**src/sv/rmq_pkg.sv**
```systemverilog
package rmq_pkg;

	localparam int FRAC_BITS = 14;
	localparam int IN_W = 16;
	localparam int MAG_W = 15;
	localparam int NUM_LANES = 4;

	// diagonal sum: one plus three signed elements
	localparam int SUM_W = ((FRAC_BITS > IN_W + 1) ? FRAC_BITS : IN_W + 1) + 2;
	localparam int RAD_MIN = SUM_W - 1 + FRAC_BITS;

	// square root, two result bits per stage
	localparam int SQ_PER_STG = 2;
	localparam int NUM_SQ_STG = (RAD_MIN + 2 * SQ_PER_STG - 1) / (2 * SQ_PER_STG);
	localparam int ROOT_W = SQ_PER_STG * NUM_SQ_STG;
	localparam int RAD_W = 2 * ROOT_W;
	localparam int REM_W = ROOT_W + 3;

	// entry stage, root stages, output stage
	localparam int NUM_STG = NUM_SQ_STG + 2;

	localparam logic signed [SUM_W-1:0] ONE_SUM = SUM_W'(1) << FRAC_BITS;
	localparam logic [MAG_W-1:0] MAG_MAX = '1;

	// which diagonal terms are subtracted: bit 0 m00, bit 1 m11, bit 2 m22
	localparam logic [2:0] NEG_SEL_W = 3'b000;
	localparam logic [2:0] NEG_SEL_X = 3'b110;
	localparam logic [2:0] NEG_SEL_Y = 3'b101;
	localparam logic [2:0] NEG_SEL_Z = 3'b011;

	typedef struct packed {
		logic signed [IN_W-1:0] m00;
		logic signed [IN_W-1:0] m01;
		logic signed [IN_W-1:0] m02;
		logic signed [IN_W-1:0] m10;
		logic signed [IN_W-1:0] m11;
		logic signed [IN_W-1:0] m12;
		logic signed [IN_W-1:0] m20;
		logic signed [IN_W-1:0] m21;
		logic signed [IN_W-1:0] m22;
	} mat_t;

	typedef struct packed {
		logic [MAG_W-1:0] quat_w;
		logic signed [IN_W-1:0] quat_x;
		logic signed [IN_W-1:0] quat_y;
		logic signed [IN_W-1:0] quat_z;
	} quat_t;

	typedef struct packed {
		logic [RAD_W-1:0] rad;
		logic [REM_W-1:0] rem;
		logic [ROOT_W-1:0] root;
	} sq_t;

	typedef struct packed {
		logic [NUM_STG-1:0] load;
		logic out_valid;
	} pipe_ctl_t;

	function automatic sq_t sq_stage(sq_t cur);
		sq_t nxt;
		logic [REM_W-1:0] shifted;
		logic [REM_W-1:0] trial;
		nxt = cur;
		for (int j = 0; j < SQ_PER_STG; j++) begin
			shifted = {nxt.rem[REM_W-3:0], nxt.rad[RAD_W-1 -: 2]};
			trial = {1'b0, nxt.root, 2'b01};
			nxt.rad = {nxt.rad[RAD_W-3:0], 2'b00};
			if (shifted >= trial) begin
				nxt.rem = shifted - trial;
				nxt.root = {nxt.root[ROOT_W-2:0], 1'b1};
			end else begin
				nxt.rem = shifted;
				nxt.root = {nxt.root[ROOT_W-2:0], 1'b0};
			end
		end
		return nxt;
	endfunction

endpackage

```
**src/sv/rmq_lane.sv**
```systemverilog
module rmq_lane import rmq_pkg::*; (
	input  logic                   clk,
	input  logic [NUM_STG-2:0]     load,
	input  logic [2:0]             neg_sel,
	input  logic signed [IN_W-1:0] d0,
	input  logic signed [IN_W-1:0] d1,
	input  logic signed [IN_W-1:0] d2,
	input  logic signed [IN_W-1:0] p,
	input  logic signed [IN_W-1:0] q,
	output logic signed [IN_W-1:0] comp
);

	logic signed [SUM_W-1:0] sum;
	logic signed [SUM_W-1:0] t0, t1, t2;
	logic [RAD_W-1:0] rad;
	logic signed [IN_W:0] diff;
	sq_t sq_s [NUM_SQ_STG+1];
	logic neg_s [NUM_SQ_STG+1];
	logic [ROOT_W:0] rnd;
	logic [ROOT_W-1:0] half;
	logic [MAG_W-1:0] mag;

	always_comb begin
		t0 = SUM_W'(d0);
		t1 = SUM_W'(d1);
		t2 = SUM_W'(d2);
		sum = ONE_SUM + (neg_sel[0] ? -t0 : t0) + (neg_sel[1] ? -t1 : t1)
			+ (neg_sel[2] ? -t2 : t2);
		// clamp non-positive sums to zero
		if (!sum[SUM_W-1] && (sum != '0)) begin
			rad = RAD_W'(sum[SUM_W-2:0]) << FRAC_BITS;
		end else begin
			rad = '0;
		end
		diff = (IN_W+1)'(p) - (IN_W+1)'(q);
	end

	always_ff @(posedge clk) begin
		if (load[0]) begin
			sq_s[0].rad <= rad;
			sq_s[0].rem <= '0;
			sq_s[0].root <= '0;
			neg_s[0] <= diff[IN_W];
		end
		for (int k = 0; k < NUM_SQ_STG; k++) begin
			if (load[k+1]) begin
				sq_s[k+1] <= sq_stage(sq_s[k]);
				neg_s[k+1] <= neg_s[k];
			end
		end
	end

	// round half up, saturate, apply sign
	always_comb begin
		rnd = {1'b0, sq_s[NUM_SQ_STG].root} + (ROOT_W+1)'(1);
		half = rnd[ROOT_W:1];
		mag = (half > ROOT_W'(MAG_MAX)) ? MAG_MAX : half[MAG_W-1:0];
		comp = neg_s[NUM_SQ_STG] ? (IN_W'(0) - {1'b0, mag}) : {1'b0, mag};
	end

endmodule

```
**src/sv/rmq_ctrl.sv**
```systemverilog
module rmq_ctrl import rmq_pkg::*; (
	input  logic      clk,
	input  logic      arst_n,
	input  logic      in_valid,
	input  logic      out_stall,
	output logic      in_stall,
	output pipe_ctl_t ctl
);

	logic [NUM_STG-1:0] vld_q;
	logic [NUM_STG-1:0] rdy;

	// a stage takes a beat when empty or when the next one moves on
	always_comb begin
		rdy[NUM_STG-1] = !vld_q[NUM_STG-1] || !out_stall;
		for (int i = NUM_STG - 2; i >= 0; i--) begin
			rdy[i] = !vld_q[i] || rdy[i+1];
		end
	end

	always_ff @(posedge clk or negedge arst_n) begin
		if (!arst_n) begin
			vld_q <= '0;
		end else begin
			if (rdy[0]) begin
				vld_q[0] <= in_valid;
			end
			for (int i = 1; i < NUM_STG; i++) begin
				if (rdy[i]) begin
					vld_q[i] <= vld_q[i-1];
				end
			end
		end
	end

	assign in_stall = !rdy[0];
	assign ctl.load = rdy;
	assign ctl.out_valid = vld_q[NUM_STG-1];

endmodule

```
**src/sv/rmq_merge.sv**
```systemverilog
module rmq_merge import rmq_pkg::*; (
	input  logic                   clk,
	input  logic                   load,
	input  logic signed [IN_W-1:0] comp_w,
	input  logic signed [IN_W-1:0] comp_x,
	input  logic signed [IN_W-1:0] comp_y,
	input  logic signed [IN_W-1:0] comp_z,
	output quat_t                  quat
);

	quat_t quat_q;

	// w lane is never negative, so its sign bit is dropped
	always_ff @(posedge clk) begin
		if (load) begin
			quat_q.quat_w <= comp_w[MAG_W-1:0];
			quat_q.quat_x <= comp_x;
			quat_q.quat_y <= comp_y;
			quat_q.quat_z <= comp_z;
		end
	end

	assign quat = quat_q;

endmodule

```
**src/sv/rotation_matrix_to_quaternion.sv**
```systemverilog
// channel | dir | handshake             | beat
// --------+-----+-----------------------+-----------------------------
// mat     | in  | mat_valid, mat_stall  | nine matrix elements, Q2.14
// quat    | out | quat_valid, quat_stall| quaternion x, y, z Q2.14, w unsigned Q1.14
//
// one matrix per cycle while mat_stall is low; the pipeline has
// one stage for the diagonal sums, one per two root bits, one output register
// four root lanes run side by side; the output register merges them
// arst_n clears only the stage valid bits
// quat_stall holds the output; upstream stages keep filling bubbles until full
module rotation_matrix_to_quaternion import rmq_pkg::*; (
	input  logic  clk,
	input  logic  arst_n,
	input  logic  mat_valid,
	output logic  mat_stall,
	input  mat_t  mat,
	output logic  quat_valid,
	input  logic  quat_stall,
	output quat_t quat
);

	pipe_ctl_t ctl;
	logic signed [IN_W-1:0] comp_w, comp_x, comp_y, comp_z;

	rmq_ctrl u_ctrl (
		.clk      (clk),
		.arst_n   (arst_n),
		.in_valid (mat_valid),
		.out_stall(quat_stall),
		.in_stall (mat_stall),
		.ctl      (ctl)
	);

	rmq_lane u_lane_w (
		.clk    (clk),
		.load   (ctl.load[NUM_STG-2:0]),
		.neg_sel(NEG_SEL_W),
		.d0     (mat.m00),
		.d1     (mat.m11),
		.d2     (mat.m22),
		.p      ('0),
		.q      ('0),
		.comp   (comp_w)
	);

	rmq_lane u_lane_x (
		.clk    (clk),
		.load   (ctl.load[NUM_STG-2:0]),
		.neg_sel(NEG_SEL_X),
		.d0     (mat.m00),
		.d1     (mat.m11),
		.d2     (mat.m22),
		.p      (mat.m21),
		.q      (mat.m12),
		.comp   (comp_x)
	);

	rmq_lane u_lane_y (
		.clk    (clk),
		.load   (ctl.load[NUM_STG-2:0]),
		.neg_sel(NEG_SEL_Y),
		.d0     (mat.m00),
		.d1     (mat.m11),
		.d2     (mat.m22),
		.p      (mat.m02),
		.q      (mat.m20),
		.comp   (comp_y)
	);

	rmq_lane u_lane_z (
		.clk    (clk),
		.load   (ctl.load[NUM_STG-2:0]),
		.neg_sel(NEG_SEL_Z),
		.d0     (mat.m00),
		.d1     (mat.m11),
		.d2     (mat.m22),
		.p      (mat.m10),
		.q      (mat.m01),
		.comp   (comp_z)
	);

	rmq_merge u_merge (
		.clk   (clk),
		.load  (ctl.load[NUM_STG-1]),
		.comp_w(comp_w),
		.comp_x(comp_x),
		.comp_y(comp_y),
		.comp_z(comp_z),
		.quat  (quat)
	);

	assign quat_valid = ctl.out_valid;

endmodule

```
**config.mk**
```make
export PLATFORM = sky130hd
export DESIGN_NAME = rotation_matrix_to_quaternion
export DESIGN_NICKNAME = d
export VERILOG_FILES = /design/src/sv/rmq_pkg.sv /design/src/sv/rmq_lane.sv /design/src/sv/rmq_ctrl.sv /design/src/sv/rmq_merge.sv /design/src/sv/rotation_matrix_to_quaternion.sv
export SDC_FILE = /design/constraint.sdc
export NUM_CORES = 2
export LEC_CHECK = 0
export BUFFER_PORTS_ARGS = -buffer_cell sky130_fd_sc_hd__buf_2
export CORE_MARGIN = 2
export CORE_UTILIZATION = 30
export CTS_BUF_LIST = sky130_fd_sc_hd__clkbuf_16
export DETAILED_ROUTE_END_ITERATION = 10
export RECOVER_POWER = 25
export SKIP_LAST_GASP = 1
export SLEW_MARGIN = 5
export SYNTH_ARGS = -nofsm -noshare
export SYNTH_HDL_FRONTEND = slang
export SYNTH_SLANG_ARGS = --single-unit
```
**constraint.sdc**
```tcl
create_clock -name clk -period 35.5 [get_ports clk]
set_clock_uncertainty 0.2 [all_clocks]
set_input_delay 7.1 -clock clk [delete_from_list [all_inputs] [get_ports clk]]
set_output_delay 7.1 -clock clk [all_outputs]
set_load 0.05 [all_outputs]
```
==> results.json <==
{
  "drt_iter0_markers": 3250,
  "finalSetupTns_ns": 0,
  "synth_top_area_share_pct": 41.04,
  "antenna_left": 0,
  "setup_slack_ns": 18.30,
  "clk_latency_ns": 0.72,
  "synth_mux_area_share_pct": 2.624,
  "rsz0062_at_grt": "false",
  "worst_setup_path_start_kind": "primary input",
  "rows": 182,
  "track_usage_pct": 12.34,
  "core-area_um2": 245700,
  "synthXorXnorAreaFrac_pct": 8.218,
  "yosys.area_share.simple_pct": 15.15,
  "p_leak_nw": 34.38,
  "synth_compound_area_share_pct": 14.64,
  "clk_pin_slew_ns": 0.06,
  "drv_slew": 0,
  "power_density_nw_per_um2": 102.4,
  "synth_ff_type": "edfxtp_1",
  "pin_count": 213,
  "synth_area_leaders": "edfxtp_1 41%, ha_1 11%, xnor2_1 5.1%",
  "grt_pass1_wl_um": 263500,
  "clock_path_buffers": 3,
  "wl_per_cell_um": 14.36,
  "postCtsSetupBuffers": 0,
  "syn_inst": 7459,
  "drv_cap": 0,
  "dieArea_um2": 250800,
  "netlist_area_um2": 74050,
  "ys_seq_area_share_pct": 41.37,
  "hp-class": "reg -> reg",
  "synth_top_family_by_area": "simple AND/OR/NAND/NOR gates",
  "status": "completed",
  "post-route-period-util_pct": 48.46,
  "dp_slack_ns": 18.30,
  "yosys_register_bits": 1022,
  "yosysMostFrequentCell": "edfxtp_1",
  "yosys_warnings": 0,
  "slew_headroom_pct": 18.35,
  "clkSinkCount": 1022,
  "layout-drive-gt1-share_pct": 8.332,
  "yosysUniqueCellTypes": 108,
  "nets": 8592,
  "hpwl_um": 127500,
  "critPathMaxFanout": 53,
  "die_y_um": 500.8,
  "antenna_found_initial": 8,
  "synth-async-reset-ratio_pct": 0.9785,
  "htreeDepth": 3,
  "antennaDiodeCount": 0,
  "dp_cells": 10797,
  "synthAdderAreaFrac_pct": 13.58,
  "gp_congestion": 0.8901,
  "cts_made_buffers": 109,
  "grt_pass1_vias": 52840,
  "cts_tree": "built",
  "cts_resized": 0,
  "finalWirelength_um": 157900,
  "routed_via_density": 4.902,
  "vias": 53902,
  "clock-root-buffer": "clkbuf_16",
  "start_util_pct": 30.14,
  "drc": 0,
  "syn_to_final_growth_pct": 11.52,
  "hold_viol": 0,
  "postSynthAreaPerCell_um2": 9.928,
  "cp_data_required_time_ns": 28.20,
  "postCtsHoldBufs": 0,
  "fmax_mhz": 58.13,
  "synth_edf_count": 1012,
  "fp.dieW_um": 500.8,
  "yosys.area.top_type": "edfxtp_1",
  "crit_type": "in -> out",
  "io_buffers": 212,
  "grt_max_degree": 80,
  "worst_pin_slew_ns": 1.219,
  "final_cells": 10997,
  "worstPathArrival_ns": 9.90,
  "ir_worst_vdd_v": 0.00004759,
  "endpoint_kind": "output pin",
  "finalSetupViolCount": 0,
  "min_period_ns": 17.20,
  "synth_common_cells": "1012 x edfxtp_1, 703 x inv_1, 676 x ha_1",
  "dr.pass1.iters": 6,
  "grt.overflow.total": 0
}
-- path summary, 6_finish.rpt --
kind / slack, ns / end / startpoint / cells past startpoint
min: 0.22 / u_lane_z.sq_s[0][120] / u_lane_z.sq_s[0][49] / 0
min in group asynchronous: 6.12 / u_ctrl.vld_q[2] / arst_n / 1
max: 18.30 / mat_stall / quat_stall / 9
max in group asynchronous: 28.66 / u_ctrl.vld_q[6] / arst_n / 1
min reg2reg: 0.22 / u_lane_z.sq_s[0][120] / u_lane_z.sq_s[0][49] / 0
max reg2reg: 27.72 / u_lane_z.sq_s[0][491] / u_lane_z.sq_s[0][403] / 21
-- logic make-up after synthesis --
group / count (synthesis)
buf+inv: 848
fa+ha+maj: 756
other cells: 1
xor+xnor: 694
mux: 176
flops: 1022
compound gates: 1694
simple gates: 2268
-- power by group --
group	leakage, nW	internal, mW	switching, mW
Sequential	10.0	2.14	0.350
Combinational	22.5	2.05	2.76
Clock	1.87	0.701	0.463
-- cell type report --
cell class                 instances  area, µm²
fill                           24634     163100
multi-input combinational       5596      40240
sequential                      1022      30640
tap                             3220       4029
clock buffer                     112       2803
inverter                         720       2715
timing repair buffer             239       1237
clock inverter                    88      917.1
-- metal layers --
layer	GRT usage, %	up-vias	wire (µm)
met5	0	-	66
met4	2.719	10	3248
met3	1.557	213	5572
met2	20.39	923	71110
met1	17.15	25178	77940
li1	-	27578	-
-- per-stage QoR --
step	utilization (%)	instance area [µm²]	hold slack, ns	total power, mW
2_1_floorplan	-	74080	0.2003	6.252
3_3_place_gp	32.11	78900	0.2032	7.153
3_5_place_dp	32.11	78900	0.2045	7.288
4_1_cts	33.62	82620	0.2173	8.503
5_1_grt	33.61	82580	0.2213	9.230
6_report	33.61	82580	0.2167	8.460
-- cells in the final DEF (no fill, tap or decap), types with 63 or more instances in the layout --
cell type	instances
nor2_1	617
fa_1	80
nand3_1	146
clkbuf_16	112
nor4_1	79
nand2_1	526
buf_2	212
ha_1	676
inv_1	723
a21o_1	187
and3_1	63
edfxtp_1	1012
nor3_1	228
xor2_1	260
a21oi_1	497
xnor2_1	433
o21a_1	92
or3_1	68
nand4_1	77
mux2_2	136
o31ai_1	65
o21ai_0	366
nand2b_1	102
nor2b_1	93
-- state kept, by name, summed over array words and instances (netlist names) --
signal,count
u_ctrl.vld_q,10
u_lane_w.sq_s,231
u_lane_x.neg_s,9
u_lane_x.sq_s,230
u_lane_y.neg_s,9
u_lane_y.sq_s,230
u_lane_z.neg_s,9
u_lane_z.sq_s,231
u_merge.quat,63
-- critical path: stages --
cell     delay, ns
buf_2         0.10
and3_1        0.30
and3_1        0.58
nand4_1       0.20
buf_4         0.36
nor2_1        0.54
nand3_4       0.22
inv_1         0.17
buf_2         0.28
Power figures use the tool's default switching activity.
